--- config.mk ---
export PLATFORM = sky130hd
export DESIGN_NAME = pwm_prescaler_reload_solver
export DESIGN_NICKNAME = d
export VERILOG_FILES = /design/src/rtl/pps_pkg.sv /design/src/rtl/pps_div.sv /design/src/rtl/pps_datapath.sv /design/src/rtl/pps_ctrl.sv /design/src/rtl/pwm_prescaler_reload_solver.sv
export SDC_FILE = /design/constraint.sdc
export NUM_CORES = 1
export LEC_CHECK = 0
export BUFFER_PORTS_ARGS = -buffer_cell sky130_fd_sc_hd__buf_2
export CORE_MARGIN = 2
export CORE_UTILIZATION = 40
export CTS_CLUSTER_SIZE = 20
export DETAILED_ROUTE_END_ITERATION = 6
export PLACE_DENSITY_LB_ADDON = 0.1
export SYNTH_ARGS = -nofsm -noshare
export SYNTH_HDL_FRONTEND = slang
export SYNTH_SLANG_ARGS = --single-unit
export TNS_END_PERCENT = 5
--- constraint.sdc ---
create_clock -name clk -period 5.1 [get_ports clk]
set_input_delay 0.765 -clock clk [delete_from_list [all_inputs] [get_ports clk]]
set_output_delay 0.765 -clock clk [all_outputs]
set_load 0.005 [all_outputs]
--- src/rtl/pps_pkg.sv ---
`timescale 1ns / 1ps

package pps_pkg;

	localparam int unsigned DataW      = 32;
	localparam int unsigned PscW       = 16;
	localparam int unsigned CfgIdxW    = 2;
	localparam int unsigned DivCntW    = 5;

	localparam logic [DataW-1:0]   ClockReset     = 32'd90000000;
	localparam logic [CfgIdxW-1:0] RegTimerClock  = 2'd0;
	localparam logic [CfgIdxW-1:0] RegWideCounter = 2'd1;

	typedef enum logic [2:0] {
		ST_IDLE,
		ST_CHECK,
		ST_DIV1,
		ST_START2,
		ST_DIV2,
		ST_RESULT
	} pps_state_t;

	typedef struct packed {
		logic capture;
		logic div_start;
		logic div_second;
		logic take_q;
		logic take_period;
		logic load_out;
	} pps_cmd_t;

	typedef struct packed {
		logic req_bad;
		logic wide;
		logic div_busy;
	} pps_stat_t;

endpackage

--- src/rtl/pps_div.sv ---
`timescale 1ns / 1ps

module pps_div import pps_pkg::*; (
	input  logic             clk,
	input  logic             arst_n,
	input  logic             start,
	input  logic [DataW-1:0] dividend,
	input  logic [DataW-1:0] divisor,
	output logic             busy,
	output logic [DataW-1:0] quotient
);

	logic [DataW-1:0]   rem_q;
	logic [DataW-1:0]   quo_q;
	logic [DataW-1:0]   dsr_q;
	logic [DivCntW-1:0] cnt_q;
	logic               busy_q;
	logic [DataW:0]     shifted;
	logic [DataW:0]     diff;
	logic               ge;

	assign shifted = {rem_q, quo_q[DataW-1]};
	assign diff    = shifted - {1'b0, dsr_q};
	assign ge      = shifted >= {1'b0, dsr_q};

	always_ff @(posedge clk or negedge arst_n) begin
		if (!arst_n) begin
			busy_q <= 1'b0;
			cnt_q  <= '0;
		end else if (start) begin
			busy_q <= 1'b1;
			cnt_q  <= '0;
		end else if (busy_q) begin
			cnt_q <= cnt_q + {{(DivCntW-1){1'b0}}, 1'b1};
			if (cnt_q == {DivCntW{1'b1}})
				busy_q <= 1'b0;
		end
	end

	always_ff @(posedge clk) begin
		if (start) begin
			rem_q <= '0;
			quo_q <= dividend;
			dsr_q <= divisor;
		end else if (busy_q) begin
			rem_q <= ge ? diff[DataW-1:0] : shifted[DataW-1:0];
			quo_q <= {quo_q[DataW-2:0], ge};
		end
	end

	assign busy     = busy_q;
	assign quotient = quo_q;

endmodule

--- src/rtl/pps_datapath.sv ---
`timescale 1ns / 1ps

module pps_datapath import pps_pkg::*; (
	input  logic               clk,
	input  logic               arst_n,
	input  logic               cfg_we,
	input  logic [CfgIdxW-1:0] cfg_index,
	input  logic [DataW-1:0]   cfg_data,
	input  logic [DataW-1:0]   request_hz,
	input  pps_cmd_t           cmd,
	output pps_stat_t          stat,
	output logic [PscW-1:0]    prescaler,
	output logic [DataW-1:0]   reload,
	output logic               status
);

	logic [DataW-1:0] clock_q;
	logic             wide_q;
	logic [DataW-1:0] req_q;
	logic             bad_q;
	logic [DataW-1:0] period_q;
	logic [PscW-1:0]  psc_q;
	logic [PscW-1:0]  psc_out_q;
	logic [DataW-1:0] reload_q;
	logic             status_q;
	logic [DataW-1:0] div_a;
	logic [DataW-1:0] div_b;
	logic [PscW:0]    psc_inc;
	logic [DataW-1:0] quo;
	logic             div_busy;

	always_ff @(posedge clk or negedge arst_n) begin
		if (!arst_n) begin
			clock_q <= ClockReset;
			wide_q  <= 1'b0;
		end else if (cfg_we) begin
			unique case (cfg_index)
				RegTimerClock:  clock_q <= cfg_data;
				RegWideCounter: wide_q  <= cfg_data[0];
				default: ;
			endcase
		end
	end

	assign psc_inc = {1'b0, psc_q} + {{PscW{1'b0}}, 1'b1};
	assign div_a   = cmd.div_second ? period_q : clock_q;
	assign div_b   = cmd.div_second ? {{(DataW-PscW-1){1'b0}}, psc_inc} : req_q;

	pps_div u_div (
		.clk      (clk),
		.arst_n   (arst_n),
		.start    (cmd.div_start),
		.dividend (div_a),
		.divisor  (div_b),
		.busy     (div_busy),
		.quotient (quo)
	);

	always_ff @(posedge clk) begin
		if (cmd.capture)
			req_q <= request_hz;
		if (cmd.div_start && !cmd.div_second)
			bad_q <= 1'b0;
		else if (cmd.capture)
			bad_q <= 1'b1;
		if (cmd.take_q) begin
			period_q <= quo;
			psc_q    <= wide_q ? '0 : quo[DataW-1:DataW-PscW];
		end else if (cmd.take_period) begin
			period_q <= quo;
		end
		if (cmd.load_out) begin
			psc_out_q <= bad_q ? '0 : psc_q;
			reload_q  <= bad_q ? '0 : period_q - {{(DataW-1){1'b0}}, 1'b1};
			status_q  <= bad_q;
		end
	end

	assign stat.req_bad  = (req_q == '0) || (req_q > clock_q);
	assign stat.wide     = wide_q;
	assign stat.div_busy = div_busy;

	assign prescaler = psc_out_q;
	assign reload    = reload_q;
	assign status    = status_q;

endmodule

--- src/rtl/pps_ctrl.sv ---
`timescale 1ns / 1ps

module pps_ctrl import pps_pkg::*; (
	input  logic      clk,
	input  logic      arst_n,
	input  logic      in_valid,
	output logic      in_stall,
	output logic      out_valid,
	input  logic      out_stall,
	input  pps_stat_t stat,
	output pps_cmd_t  cmd
);

	pps_state_t state_q;
	pps_state_t state_d;
	logic       out_valid_q;
	logic       slot_free;

	assign slot_free = !out_valid_q || !out_stall;

	always_ff @(posedge clk or negedge arst_n) begin
		if (!arst_n) begin
			state_q     <= ST_IDLE;
			out_valid_q <= 1'b0;
		end else begin
			state_q <= state_d;
			if (cmd.load_out)
				out_valid_q <= 1'b1;
			else if (!out_stall)
				out_valid_q <= 1'b0;
		end
	end

	always_comb begin
		state_d  = state_q;
		cmd      = '0;
		in_stall = 1'b1;
		unique case (state_q)
			ST_IDLE: begin
				in_stall = 1'b0;
				if (in_valid) begin
					cmd.capture = 1'b1;
					state_d     = ST_CHECK;
				end
			end
			ST_CHECK: begin
				if (stat.req_bad) begin
					state_d = ST_RESULT;
				end else begin
					cmd.div_start = 1'b1;
					state_d       = ST_DIV1;
				end
			end
			ST_DIV1: begin
				if (!stat.div_busy) begin
					cmd.take_q = 1'b1;
					state_d    = stat.wide ? ST_RESULT : ST_START2;
				end
			end
			ST_START2: begin
				cmd.div_start  = 1'b1;
				cmd.div_second = 1'b1;
				state_d        = ST_DIV2;
			end
			ST_DIV2: begin
				if (!stat.div_busy) begin
					cmd.take_period = 1'b1;
					state_d         = ST_RESULT;
				end
			end
			ST_RESULT: begin
				if (slot_free) begin
					cmd.load_out = 1'b1;
					state_d      = ST_IDLE;
				end
			end
			default: state_d = ST_IDLE;
		endcase
	end

	assign out_valid = out_valid_q;

endmodule

--- src/rtl/pwm_prescaler_reload_solver.sv ---
`timescale 1ns / 1ps
// From input beat to result valid: an invalid request goes straight to the result, a
// 32-bit counter runs the divider once and a 16-bit counter runs it twice.
// One item at a time: the next beat is taken only after the last result is loaded, which
// waits while a previous result is held under stall; the divider is a 32-step divider.
// Reset clears the controller, empties the output and loads the reset clock and width.
module pwm_prescaler_reload_solver import pps_pkg::*; (
	input  logic               clk,
	input  logic               arst_n,
	input  logic               cfg_valid,
	output logic               cfg_ready,
	input  logic [CfgIdxW-1:0] cfg_index,
	input  logic [DataW-1:0]   cfg_data,
	input  logic               in_valid,
	output logic               in_stall,
	input  logic [DataW-1:0]   request_hz,
	output logic               out_valid,
	input  logic               out_stall,
	output logic [PscW-1:0]    prescaler,
	output logic [DataW-1:0]   reload,
	output logic               status
);

	pps_cmd_t  cmd;
	pps_stat_t stat;

	assign cfg_ready = 1'b1;

	pps_ctrl u_ctrl (
		.clk       (clk),
		.arst_n    (arst_n),
		.in_valid  (in_valid),
		.in_stall  (in_stall),
		.out_valid (out_valid),
		.out_stall (out_stall),
		.stat      (stat),
		.cmd       (cmd)
	);

	pps_datapath u_dp (
		.clk        (clk),
		.arst_n     (arst_n),
		.cfg_we     (cfg_valid && cfg_ready),
		.cfg_index  (cfg_index),
		.cfg_data   (cfg_data),
		.request_hz (request_hz),
		.cmd        (cmd),
		.stat       (stat),
		.prescaler  (prescaler),
		.reload     (reload),
		.status     (status)
	);

endmodule
Word-level counts from Yosys, hierarchy flattened
Index checks and enable logic that the tools add are counted.

word-level totals
  register bits = 269
  input port bits = 71
  logic and storage cells = 81

cells by class
  $add $sub $neg = 4
  $lt $le $gt $ge = 2
  equal/unequal tests = 12
  muxes and demuxes = 32
  reductions and logical operators = 14

operators with widths
  kind                                                                   count
  32-bit 2-to-1 mux                                                      6
  33-bit by 32-bit greater-or-equal comparator with 1-bit output         1
  32-bit greater-than comparator                                         1
  32-bit logical NOT                                                     1
  32-bit by 1-bit subtractor with 32-bit output (second input constant)  1
  32-bit subtractor                                                      1
  3-bit 2-to-1 mux                                                       6
  3-bit one-hot mux with 6 select lines                                  1
  16-bit by 1-bit adder with 17-bit output (second input constant)       1
  17-bit 2-to-1 mux                                                      1
  1-bit 2-to-1 mux                                                       15
  5-bit 2-to-1 mux                                                       2
  3-bit by 2-bit == test with 1-bit output (second input constant)       2
  3-bit == test (second input constant)                                  2
  2-bit != test (second input constant)                                  3
  5-bit by 1-bit adder with 5-bit output (second input constant)         1
  5-bit == test (second input constant)                                  1
  2-bit by 1-bit != test with 1-bit output (second input constant)       2
  2-bit AND reduction                                                    2
  4-bit AND reduction                                                    1
  2-bit nonzero test                                                     2
  3-bit by 1-bit == test with 1-bit output (second input constant)       1
  1-bit logical NOT                                                      3
  3-bit logical NOT                                                      1
  5 further kinds                                                        6

Depth between registers and ports, before layout
Gate-level depths: netlist of the first run.

  depth in word-level cells = 5
  depth in mapped cells = 14

Modules after synthesis
From an unflattened synthesis of the first run, not the netlist that was laid out.

unflattened totals
  cell total of the unflattened synthesis = 1290
  area, all modules = 14131.1 µm²

modules (own cells, without submodules)
  module                       instances  cells each  area each (µm²)
  pps_datapath                 1          684         7841.3
  pps_div                      1          569         5974.5
  pps_ctrl                     1          35          304.0
  pwm_prescaler_reload_solver  1          2           11.3

Least setup slack after synthesis of the first run
Ideal clock, no wire load.

  kind = register -> register
  start point = reg u_ctrl.state_q[0]
  end point = reg u_dp.psc_out_q[0] (netlist: u_dp.prescaler[0]), enable pin
  setup time = 0.472 ns
  arrival time = 3.272 ns
  data required time = 4.628 ns
  path slack = 1.356 ns
  cell stages (with the launch flop) = 5
  buffers on the path = 1
  clock period less this slack = 3.744 ns
  cell sequence = dfrtp_1 -> clkbuf_1 -> nor2b_1 -> nand2_1 -> a21oi_1

RTL lines
  what                    line                text
  start, declared         pps_ctrl.sv:14      pps_state_t state_q;
  start signal, assigned  pps_ctrl.sv:26      state_q <= state_d;
  end signal, assigned    pps_datapath.sv:73  psc_out_q <= bad_q ? '0 : psc_q;
  end, declared           pps_datapath.sv:23  logic [PscW-1:0] psc_out_q;

Worst setup path in the final report of the first run
  start point = reg u_dp.clock_q[9]
  end point = reg u_dp.u_div.quo_q[31] (netlist: u_dp.u_div.quotient[31]), data pin

between the ends
  cells in the longest elaborated chain, start to end = 5

ends and longest elaborated chain
  what                                   line                text
  start, declared                        pps_datapath.sv:17  logic [DataW-1:0] clock_q;
  start signal, assigned                 pps_datapath.sv:34  clock_q <= ClockReset;
  start signal, assigned                 pps_datapath.sv:38  RegTimerClock: clock_q <= cfg_data;
  32-bit greater-than comparator         pps_datapath.sv:79  assign stat.req_bad = (req_q == '0) || (req_q > clock_q);
  1-bit logical OR                       pps_datapath.sv:79
  1-bit 2-to-1 mux                       pps_ctrl.sv:47      if (stat.req_bad) begin
  1-bit one-hot mux with 2 select lines  pps_ctrl.sv:38      unique case (state_q)
  32-bit 2-to-1 mux                      pps_div.sv:41       if (start) begin
  end signal, assigned                   pps_div.sv:43       quo_q <= dividend;
  end signal, assigned                   pps_div.sv:47       quo_q <= {quo_q[DataW-2:0], ge};
  end, declared                          pps_div.sv:14       logic [DataW-1:0] quo_q;

Every way passes these cells.
A chain may end at the register's enable or synchronous reset.

==> results of run 1 <==
==> power by group through the flow <==
| stage | combinational, uW | sequential, uW | clock, uW |
|---|---|---|---|
| 2_1_floorplan | 2860 | 3390 | 0 |
| 5_1_grt | 4070 | 3650 | 2230 |
| 3_3_place_gp | 3550 | 3620 | 0 |
| 3_5_place_dp | 3590 | 3620 | 0 |
| 6_report | 3600 | 3580 | 2080 |
| 4_1_cts | 3620 | 3590 | 2140 |
==> cells in the final DEF (no fill, tap or decap), types with 26 or more instances in the layout <==
cell type and count:
ha_1 68, edfxtp_1 193, nand2_1 85, nor2_1 117, a21oi_1 67, nor2b_1 36
buf_2 121, clkbuf_16 30, xnor2_1 37, xor2_1 26, mux2_2 64, o21ai_0 69
dfrtp_1 31, dfxtp_1 32, inv_1 77, a211oi_1 28
==> how the worst max path moves through the flow <==
stage	slack, ns	to	depth (start not counted)	from
final	1.55	u_dp.u_div.quotient[31]	12	u_dp.clock_q[9]
after global routing	1.27	u_dp.u_div.rem_q[1]	11	u_dp.u_div.rem_q[26]
after global placement	1.54	u_dp.u_div.quotient[31]	12	u_dp.clock_q[9]
after detailed placement	1.56	u_dp.u_div.quotient[21]	12	u_dp.clock_q[9]
after floorplan	1.36	u_dp.prescaler[0]	4	u_ctrl.state_q[0]
after CTS	1.53	u_dp.u_div.quotient[31]	12	u_dp.clock_q[9]
==> layout make-up <==
class	instances	area, um^2	area share
clock buffer	43	819.5	0.05138
clock inverter	12	115.1	0.007216
inverter	77	289.0	0.01812
multi-input combinational	841	5894	0.3695
sequential	269	7548	0.4732
tap	455	569.3	0.03569
timing repair buffer	134	715.7	0.04487
==> flip-flops by register name (all words and copies together), names as in the netlist, 32 cells and up <==
register             cells
u_dp.clock_q            32
u_dp.period_q           32
u_dp.reload             32
u_dp.req_q              32
u_dp.u_div.dsr_q        32
u_dp.u_div.quotient     32
u_dp.u_div.rem_q        32
==> per-stage QoR <==
| stage | worst slack [ns] | cell area [um^2] | util |
|---|---|---|---|
| floorplan | 1.356 | 13890 | - |
| global placement | 1.545 | 15020 | 0.4369 |
| detailed placement | 1.556 | 15020 | 0.4369 |
| CTS | 1.533 | 15950 | 0.4641 |
| global route | 1.271 | 15950 | 0.4641 |
| finish | 1.554 | 15950 | 0.4641 |
==> routing by layer <==
metal,GRT usage,vias to the layer above,part of all wire
met5,0,-,0
met4,0.04323,0,0.018
met3,0.02944,42,0.052
met2,0.3090,229,0.45
met1,0.2855,4648,0.48
li1,-,4727,-
==> worst reg2reg max path, cell delays in order, from the launching register on <==
cell and delay, ns:
dfstp_2 0.53, inv_1 0.06, ha_1 0.29, a21o_1 0.16
a21o_1 0.16, a21oi_1 0.15, o21ai_0 0.12, a211oi_1 0.27
o41ai_1 0.12, a21oi_1 0.31, o211a_4 0.22, buf_12 0.43
mux2_2 0.47
==> logic make-up after synthesis <==
kind of cell               after synthesis
muxes                                   77
buffers and inverters                  130
other                                    1
AOI/OAI and AO/OA                      243
DFF                                    269
adders and majority gates               69
and+or+nand+nor                        388
xor gates and xnor gates                63
==> out/qor.csv, run 1 <==
metric;value;unit
hold buffers post-CTS;0;
Syn Inst Count;1240;
CP peak stage delay;0.53;ns
fin crit share;0.6953;
number of global-route vias before repair;9419;
Post-Synth Simple-Gate Area;0.1439;
TritonCTS Buffers;30;
ys flop type;edfxtp_1;
worst path bufs/invs;2;
Logic pwr share;0.388;
gr usage total;0.1960;
clock power share;0.225;
Worst path slowest cell;dfstp_2;
outcome;complete, no violations;
capturing point of the worst reg2reg path;u_dp.u_div.quotient[31];
Commonest cells post-synth;edfxtp_1, nor2_1, nand2_1;
vias per inst;5.268;
sw frac;0.3594;
initial core utilization;0.4041;
H-tree depth;1;
Core ar.;0.03437;mm^2
Min-Delay Path Class;input port to asynchronous set/reset pin;
die area;0.03623;mm^2
crit-path cells;inv_1 -> ha_1 -> a21o_1 -> a21o_1 -> a21oi_1 -> o21ai_0 -> a211oi_1 -> o41ai_1 -> a21oi_1 -> o211a_4 -> buf_12 -> mux2_2;
Final nets;1493;
Worst setup SP type;flip-flop;
clock slew at reported path FFs;0.06;ns
Least-Margin Pin Slew;1.064;ns
antenna fix cells;0;
Max Freq;282.0;MHz
initial antenna violation count;0;
post_cts resized;0;
average wire per standard cell;19.33;um
CTS tree;built;
R2R Path Start;u_dp.clock_q[9];
Netlist cell types;77;
CP top delay family;compound AO/OA/AOI/OAI gates;
num rows;68;
relative slew slack;0.2887;
number of buffers added on ports;121;
CP Max Fanout;102;
largest family of logic cells by synthesized area;simple AND/OR/NAND/NOR gates;
CP required;5.40;ns
CP endpoint kind;flip-flop;
post-synthesis adder-cell area fraction;0.06270;
Synth Area in Compound Gates;0.1123;
cell-internal power;5931;uW
Yosys top cell area share;0.4173;
drt first-iter violations;662;
worst reg-to-reg path cell count;12;
clk_lat worst skew;0.57;ns
die width;190.3;um
post-synthesis net count;1380;
Avg Cell Area, Syn;11.20;um^2
Post-Syn Area;0.01389;mm^2
Fill cells;3269;
vias post-DR;9646;
Post-CTS Setup Inserts;0;
Final Hold Fails;0;
R2R Setup Slk;1.55;ns
clock sinks;269;
Die Y;190.3;um
MaxCap Viol Count;0;
PD cells;580.5;mW/mm^2
count leader, synth;edfxtp_1;
cell taking the most area after synthesis;edfxtp_1;
GRT overflow;0;
P_sw;3328;uW
post-synthesis mux area share;0.06126;
kind of critical path;flip-flop to flip-flop;
Seq/Total Area, Yosys;0.5433;
drt drc;0;
XOR/XNOR share of the synthesized area;0.03973;
hpwl dp;25310;um
drt pass-1 iters;5;
Slew Limit Fails;0;
leakage;0.006313;uW
largest net degree at the start of global routing;103;
Root Driver;clkbuf_16;
unrepaired setup endpoints after global routing;false;
ys async rst share;0.1599;
routability congestion estimate;0.8277;
setup violators final;0;
flops & latches, synth;269;
minimum clock period;3.546;ns
drt total wl;35400;um
first-pass GRT wire length;55140;um
Layout Skew;0.02048;ns
fin cells;1831;
Area Overhead vs Synth;14.85;%
Reg power frac;0.387;
Fin Hold WS;0.3061;ns
Ports;123;
WP data arrival;3.85;ns
clk buf depth;3;
PnR Total Power;9260;uW
maximum vdd ir drop;250.2;uV
EDFF count, synth;193;
setup TNS;0;ns
layout cell share with drive strength beyond 1;0.2064;
Placed Instances;1776;
synth warn;0;
synth top area cells;edfxtp_1, ha_1, dfrtp_1;
ANT nets after route;0;
(Power assumes the default switching activity.)
==> inputs of run 2 (changes only) <==
Clock period 5.1 ns to 3.3 ns, I/O delays scaled along.
==> run 2 against run 1 <==
Compared with the run above: non-clock buffer count rose by 21; routed wire length rose by 1.6%; register-to-register slack got worse by 1.4 ns; highest routed layer unchanged; sequential cell count did not move.
==> out/qor.csv, run 2 (synthesis gave the netlist of run 1 again) <==
metric;value;unit;change
outcome;complete, no violations;;
number of buffers added on ports;121;;unchanged
post-place setup slack;0.07381;ns;-1.482 ns
clk_lat worst skew;0.57;ns;about the same
FF/Latch Area;0.007548;mm^2;unchanged
Post-CTS Setup Inserts;0;;unchanged
gr usage total;0.2003;;+0.004243
drt pass-1 iters;5;;unchanged
H-tree depth;1;;unchanged
multi-input logic area;0.005927;mm^2;+0.55%
unrepaired setup endpoints after global routing;true;;
MaxCap Viol Count;0;;unchanged
Slew Limit Fails;0;;unchanged
Area Overhead vs Synth;17.65;%;
most common cell after layout, fill and taps aside;edfxtp_1;;
PnR Total Power;15000;uW;+62%
routability congestion estimate;0.8418;;+1.7%
Max Freq;320.7;MHz;+14%
CP Max Fanout;45;;-56%
ANT nets after route;0;;unchanged
met3 wire length;2040;um;+10%
first-pass GRT wire length;56030;um;+1.6%
layout cell share with drive strength beyond 1;0.2293;;+0.02289
antenna fix cells;0;;unchanged
drt drc;0;;unchanged
fin crit share;0.9449;;+0.2496
Max Used Layer;met4;;
Die Y;190.3;um;unchanged
initial antenna violation count;0;;unchanged
average wire per standard cell;19.39;um;+0.30%
minimum clock period;3.118;ns;-0.4279 ns
drt first-iter violations;616;;-6.9%
final worst slack;0.1819;ns;-1.372 ns
GRT overflow;0;;unchanged
drt total wl;35970;um;+1.6%
met2 WL post-DR;16040;um;+0.43%
setup violators final;0;;unchanged
PD cells;917.8;mW/mm^2;+58%
clock slew at reported path FFs;0.06;ns;about the same
Min-Delay Path Class;input port to flip-flop;;
Root Driver;clkbuf_16;;
Fill cells;3249;;-0.61%
WP data arrival;3.43;ns;-0.42 ns
CP endpoint kind;flip-flop;;
CP required;3.62;ns;-1.78 ns
leakage;0.006520;uW;+3.3%
Ports;123;;unchanged
vias post-DR;9861;;+2.2%
DRT met1 WL;17010;um;+0.38%
clock sinks;269;;unchanged
commonest cells after routing, fill and taps aside;edfxtp_1, buf_2, nor2_1;;
hold path depth;1;;
Least-Margin Pin Slew;1.022;ns;-0.04272 ns
number of global-route vias before repair;9488;;+0.73%
vias per inst;5.316;;+0.91%
Final Hold Fails;0;;unchanged
CTS tree;built;;
initial core utilization;0.4041;;unchanged
Worst setup SP type;flip-flop;;
die area;0.03623;mm^2;unchanged
TritonCTS Buffers;31;;+3.3%
hpwl dp;26170;um;+3.4%
worst reg-to-reg path cell count;12;;unchanged
Final nets;1515;;+1.5%
kind of critical path;flip-flop to flip-flop;;
Core ar.;0.03437;mm^2;unchanged
maximum vdd ir drop;419.3;uV;+68%
clk buf depth;3;;unchanged
relative slew slack;0.3189;;+0.03016
num rows;68;;unchanged
Layout Skew;0.02175;ns;+0.001275 ns
largest net degree at the start of global routing;64;;-38%
die width;190.3;um;unchanged
[run 2: worst paths after layout]
check / from / to / slack, ns
max in group asynchronous: arst_n / u_dp.clock_q[14] / 2.24
worst max-delay path: u_dp.clock_q[9] / u_dp.u_div.quotient[1] / 0.18
min in group asynchronous: arst_n / u_dp.clock_q[4] / 0.41
worst max register to register: u_dp.clock_q[9] / u_dp.u_div.quotient[1] / 0.18
worst min register to register: u_dp.u_div.quotient[11] / u_dp.period_q[11] / 0.45
worst min-delay path: request_hz[10] / u_dp.req_q[10] / 0.1
[run 2: critical path, cell delays in order, from the launching register on]
cell and delay (ns):
dfstp_2 0.53, inv_1 0.06, ha_1 0.29, a21o_1 0.17, a21o_1 0.17, a21oi_1 0.13, o21ai_0 0.10, a211oi_1 0.21
o41ai_1 0.11, a21oi_1 0.23, o211a_4 0.22, buf_16 0.25, mux2_2 0.37
[run 2: area by class of cell]
cell class	instances	share of cell area
Clock buffer	38	0.05092
Timing Repair Buffer	155	0.05636
Inverter	77	0.01769
Clock inverter	20	0.01554
Tap cell	455	0.03484
Multi-Input combinational cell	841	0.3627
Sequential cell	269	0.4619
[run 2: layer usage]
metal  global-route usage  vias to the layer above
li1                     -                     4766
met1               0.2958                     4777
met2               0.3059                      264
met3              0.03092                       54
met4              0.05367                        0
met5                    0                        -
[run 2: power breakdown]
group | leakage, uW | switching, uW | internal (uW)
sequential | 0.00262 | 703 | 4830
combinational | 0.00337 | 3170 | 2660
clock | 0.000529 | 1440 | 2190
[run 2: through the flow]
step | instances | hold WS (ns) | utilization | area [um^2] | TNS [ns]
final | 1855 | 0.09596 | 0.4754 | 16340 | 0
after global routing | 1855 | 0.07182 | 0.4754 | 16340 | -0.1401
after CTS | 1855 | 0.06709 | 0.4742 | 16300 | 0
after detailed placement | 1796 | 0.4313 | 0.4423 | 15200 | 0
after global placement | 1796 | 0.4305 | 0.4423 | 15200 | 0
after floorplan | 1240 | 0.1994 | - | 13890 | -26.30
[run 2: what timing repair did]
| action | CTS | global route |
|---|---|---|
| hold endpoints to repair | 11 | 0 |
| gates resized for setup | 0 | 6 |
| setup endpoints to repair | 0 | 35 |
| hold buffers | 1 | 0 |
==> inputs of run 3 (changes only) <==
Settings changed: SETUP_SLACK_MARGIN set to 0.3.
==> run 3 against run 2 <==
Compared with the run above: clock power hardly changed; clock skew is 0.0014 ns higher; sequential power hardly changed; hold slack worse by 0.0013 ns; critical path type unchanged; critical endpoint is now u_dp.u_div.rem_q[24]; largest cell class unchanged.
==> out/qor.csv, run 3 (synthesis gave the netlist of run 1 again) <==
metric;value;unit;change
final core occ;0.4938;;+0.01842
setup violators final;0;;unchanged
final worst slack;0.3096;ns;+0.1277 ns
CP Max Fanout;4;;-91%
Slew Limit Fails;0;;unchanged
CP required;3.78;ns;+0.16 ns
die area;0.03623;mm^2;unchanged
drt drc;0;;unchanged
hpwl dp;26170;um;unchanged
Reg power frac;0.349;;-0.020
initial antenna violation count;0;;unchanged
P_sw;5644;uW;+6.3%
Final nets;1543;;+1.8%
Core ar.;0.03437;mm^2;unchanged
num rows;68;;unchanged
Final Hold Fails;0;;unchanged
die width;190.3;um;unchanged
initial core utilization;0.4041;;unchanged
Ports;123;;unchanged
fin crit share;0.9062;;-0.03871
commonest cells after routing, fill and taps aside;edfxtp_1, buf_2, nor2_1;;
CTS tree;built;;
R2R Path Start;u_dp.u_div.dsr_q[0];;
gr usage total;0.2039;;+0.003670
relative slew slack;0.3192;;about the same
drt first-iter violations;628;;+1.9%
kind of critical path;flip-flop to flip-flop;;
layout cell share with drive strength beyond 1;0.2738;;+0.04452
number of global-route vias before repair;9559;;+0.75%
CP endpoint kind;flip-flop;;
Root Driver;clkbuf_16;;
Hold EP;u_dp.req_q[10];;
clk_lat worst skew;0.58;ns;about the same
routability congestion estimate;0.8418;;unchanged
clock sinks;269;;unchanged
sw frac;0.3556;;+0.001407
Max Freq;334.4;MHz;+4.3%
PD cells;935.2;mW/mm^2;+1.9%
minimum clock period;2.990;ns;-0.1277 ns
Logic pwr share;0.422;;+0.033
Least-Margin Pin Slew;1.021;ns;-0.0004564 ns
capturing point of the worst reg2reg path;u_dp.u_div.rem_q[24];;
clock slew at reported path FFs;0.06;ns;about the same
drt total wl;37460;um;+4.1%
clk buf depth;3;;unchanged
Layout Skew;0.02318;ns;+0.001426 ns
GRT overflow;0;;unchanged
most common cell after layout, fill and taps aside;edfxtp_1;;
ANT nets after route;0;;unchanged
Die Y;190.3;um;unchanged
Area Overhead vs Synth;22.21;%;
Min-Delay Path Class;input port to flip-flop;;
average wire per standard cell;19.90;um;+2.6%
WP data arrival;3.47;ns;+0.04 ns
vias post-DR;10030;;+1.8%
leakage;0.006741;uW;+3.4%
H-tree depth;1;;unchanged
min-delay src;request_hz[10];;
Worst setup SP type;flip-flop;;
outcome;complete, no violations;;
antenna fix cells;0;;unchanged
Fin Hold WS;0.09468;ns;-0.001278 ns
MaxCap Viol Count;0;;unchanged
hold path depth;1;;unchanged
first-pass GRT wire length;56810;um;+1.4%
post-place setup slack;0.07381;ns;unchanged
maximum vdd ir drop;424.6;uV;+1.3%
cell-internal power;10230;uW;+5.6%
Fill cells;3195;;-1.7%
worst reg-to-reg path cell count;11;;-1
R2R Setup Slk;0.31;ns;+0.13 ns
drt pass-1 iters;5;;unchanged
TritonCTS Buffers;31;;unchanged
unrepaired setup endpoints after global routing;true;;
number of buffers added on ports;121;;unchanged
vias per inst;5.329;;+0.24%
largest net degree at the start of global routing;64;;unchanged
clock power share;0.229;;-0.013
==> run 3: worst max-delay path by stage <==
| stage | startpoint | to | cells past startpoint |
|---|---|---|---|
| 2_1_floorplan | u_dp.clock_q[9] | u_dp.u_div.dsr_q[0] | 12 |
| 3_3_place_gp | u_dp.u_div.quotient[31] | u_dp.u_div.rem_q[30] | 12 |
| 3_5_place_dp | u_dp.u_div.quotient[31] | u_dp.u_div.rem_q[30] | 12 |
| 4_1_cts | u_dp.clock_q[9] | u_dp.u_div.quotient[12] | 13 |
| 5_1_grt | u_dp.u_div.dsr_q[0] | u_dp.u_div.rem_q[24] | 11 |
| 6_report | u_dp.u_div.dsr_q[0] | u_dp.u_div.rem_q[24] | 11 |
==> run 3: routing by layer <==
metal | wire [um] | GRT usage | vias up
met4 | 933 | 0.05158 | 0
li1 | - | - | 4830
met1 | 18100 | 0.3002 | 4912
met3 | 1744 | 0.03055 | 56
met2 | 16680 | 0.3148 | 236
met5 | 0 | 0 | -
==> run 3: layout make-up <==
cell class / instances / area (um^2) / share of cell area
clock inverters: 20 / 254.0 / 0.01496
well taps: 455 / 569.3 / 0.03354
multi-input cells: 841 / 6168 / 0.3634
flip-flops and latches: 269 / 7548 / 0.4447
clock buffers: 38 / 832.0 / 0.04902
repair buffers: 183 / 1313 / 0.07733
inverters: 77 / 289.0 / 0.01703
==> run 3: power groups by stage <==
stage / Combinational, uW / Sequential, uW / Clock (uW)
2_1_floorplan: 4410 / 5240 / 0
5_1_grt: 7420 / 5650 / 3850
4_1_cts: 6170 / 5550 / 3720
6_report: 6700 / 5550 / 3630
3_5_place_dp: 5780 / 5600 / 0
3_3_place_gp: 5710 / 5590 / 0
==> run 3: per-stage QoR <==
stage / area (um^2) / power [uW] / TNS, ns / cells
2_1_floorplan: 13890 / 9651 / -26.30 / 1240
3_3_place_gp: 15200 / 11300 / 0 / 1796
3_5_place_dp: 15200 / 11380 / 0 / 1796
4_1_cts: 16590 / 15440 / 0 / 1865
5_1_grt: 16970 / 16920 / 0 / 1883
6_report: 16970 / 15870 / 0 / 1883
==> run 3: timing repair <==
action | 4_1_cts | 5_1_grt
setup endpoints to repair | 111 | 137
pin swaps | 10 | 17
gates cloned | 4 | 3
buffers inserted | 6 | 15
endpoints found under the hold margin | 11 | 0
resized for setup | 24 | 43
hold buffers | 1 | 0
==> run 3: worst max-delay path, stage by stage, from the launching register on <==
cell,delay (ns)
edfxtp_1,0.42
ha_4,0.19
fa_2,0.34
nor2b_2,0.18
o31a_1,0.21
o41ai_4,0.09
a21boi_2,0.24
o41ai_4,0.14
or4b_2,0.62
a41oi_1,0.19
a21oi_1,0.06
a211oi_1,0.23
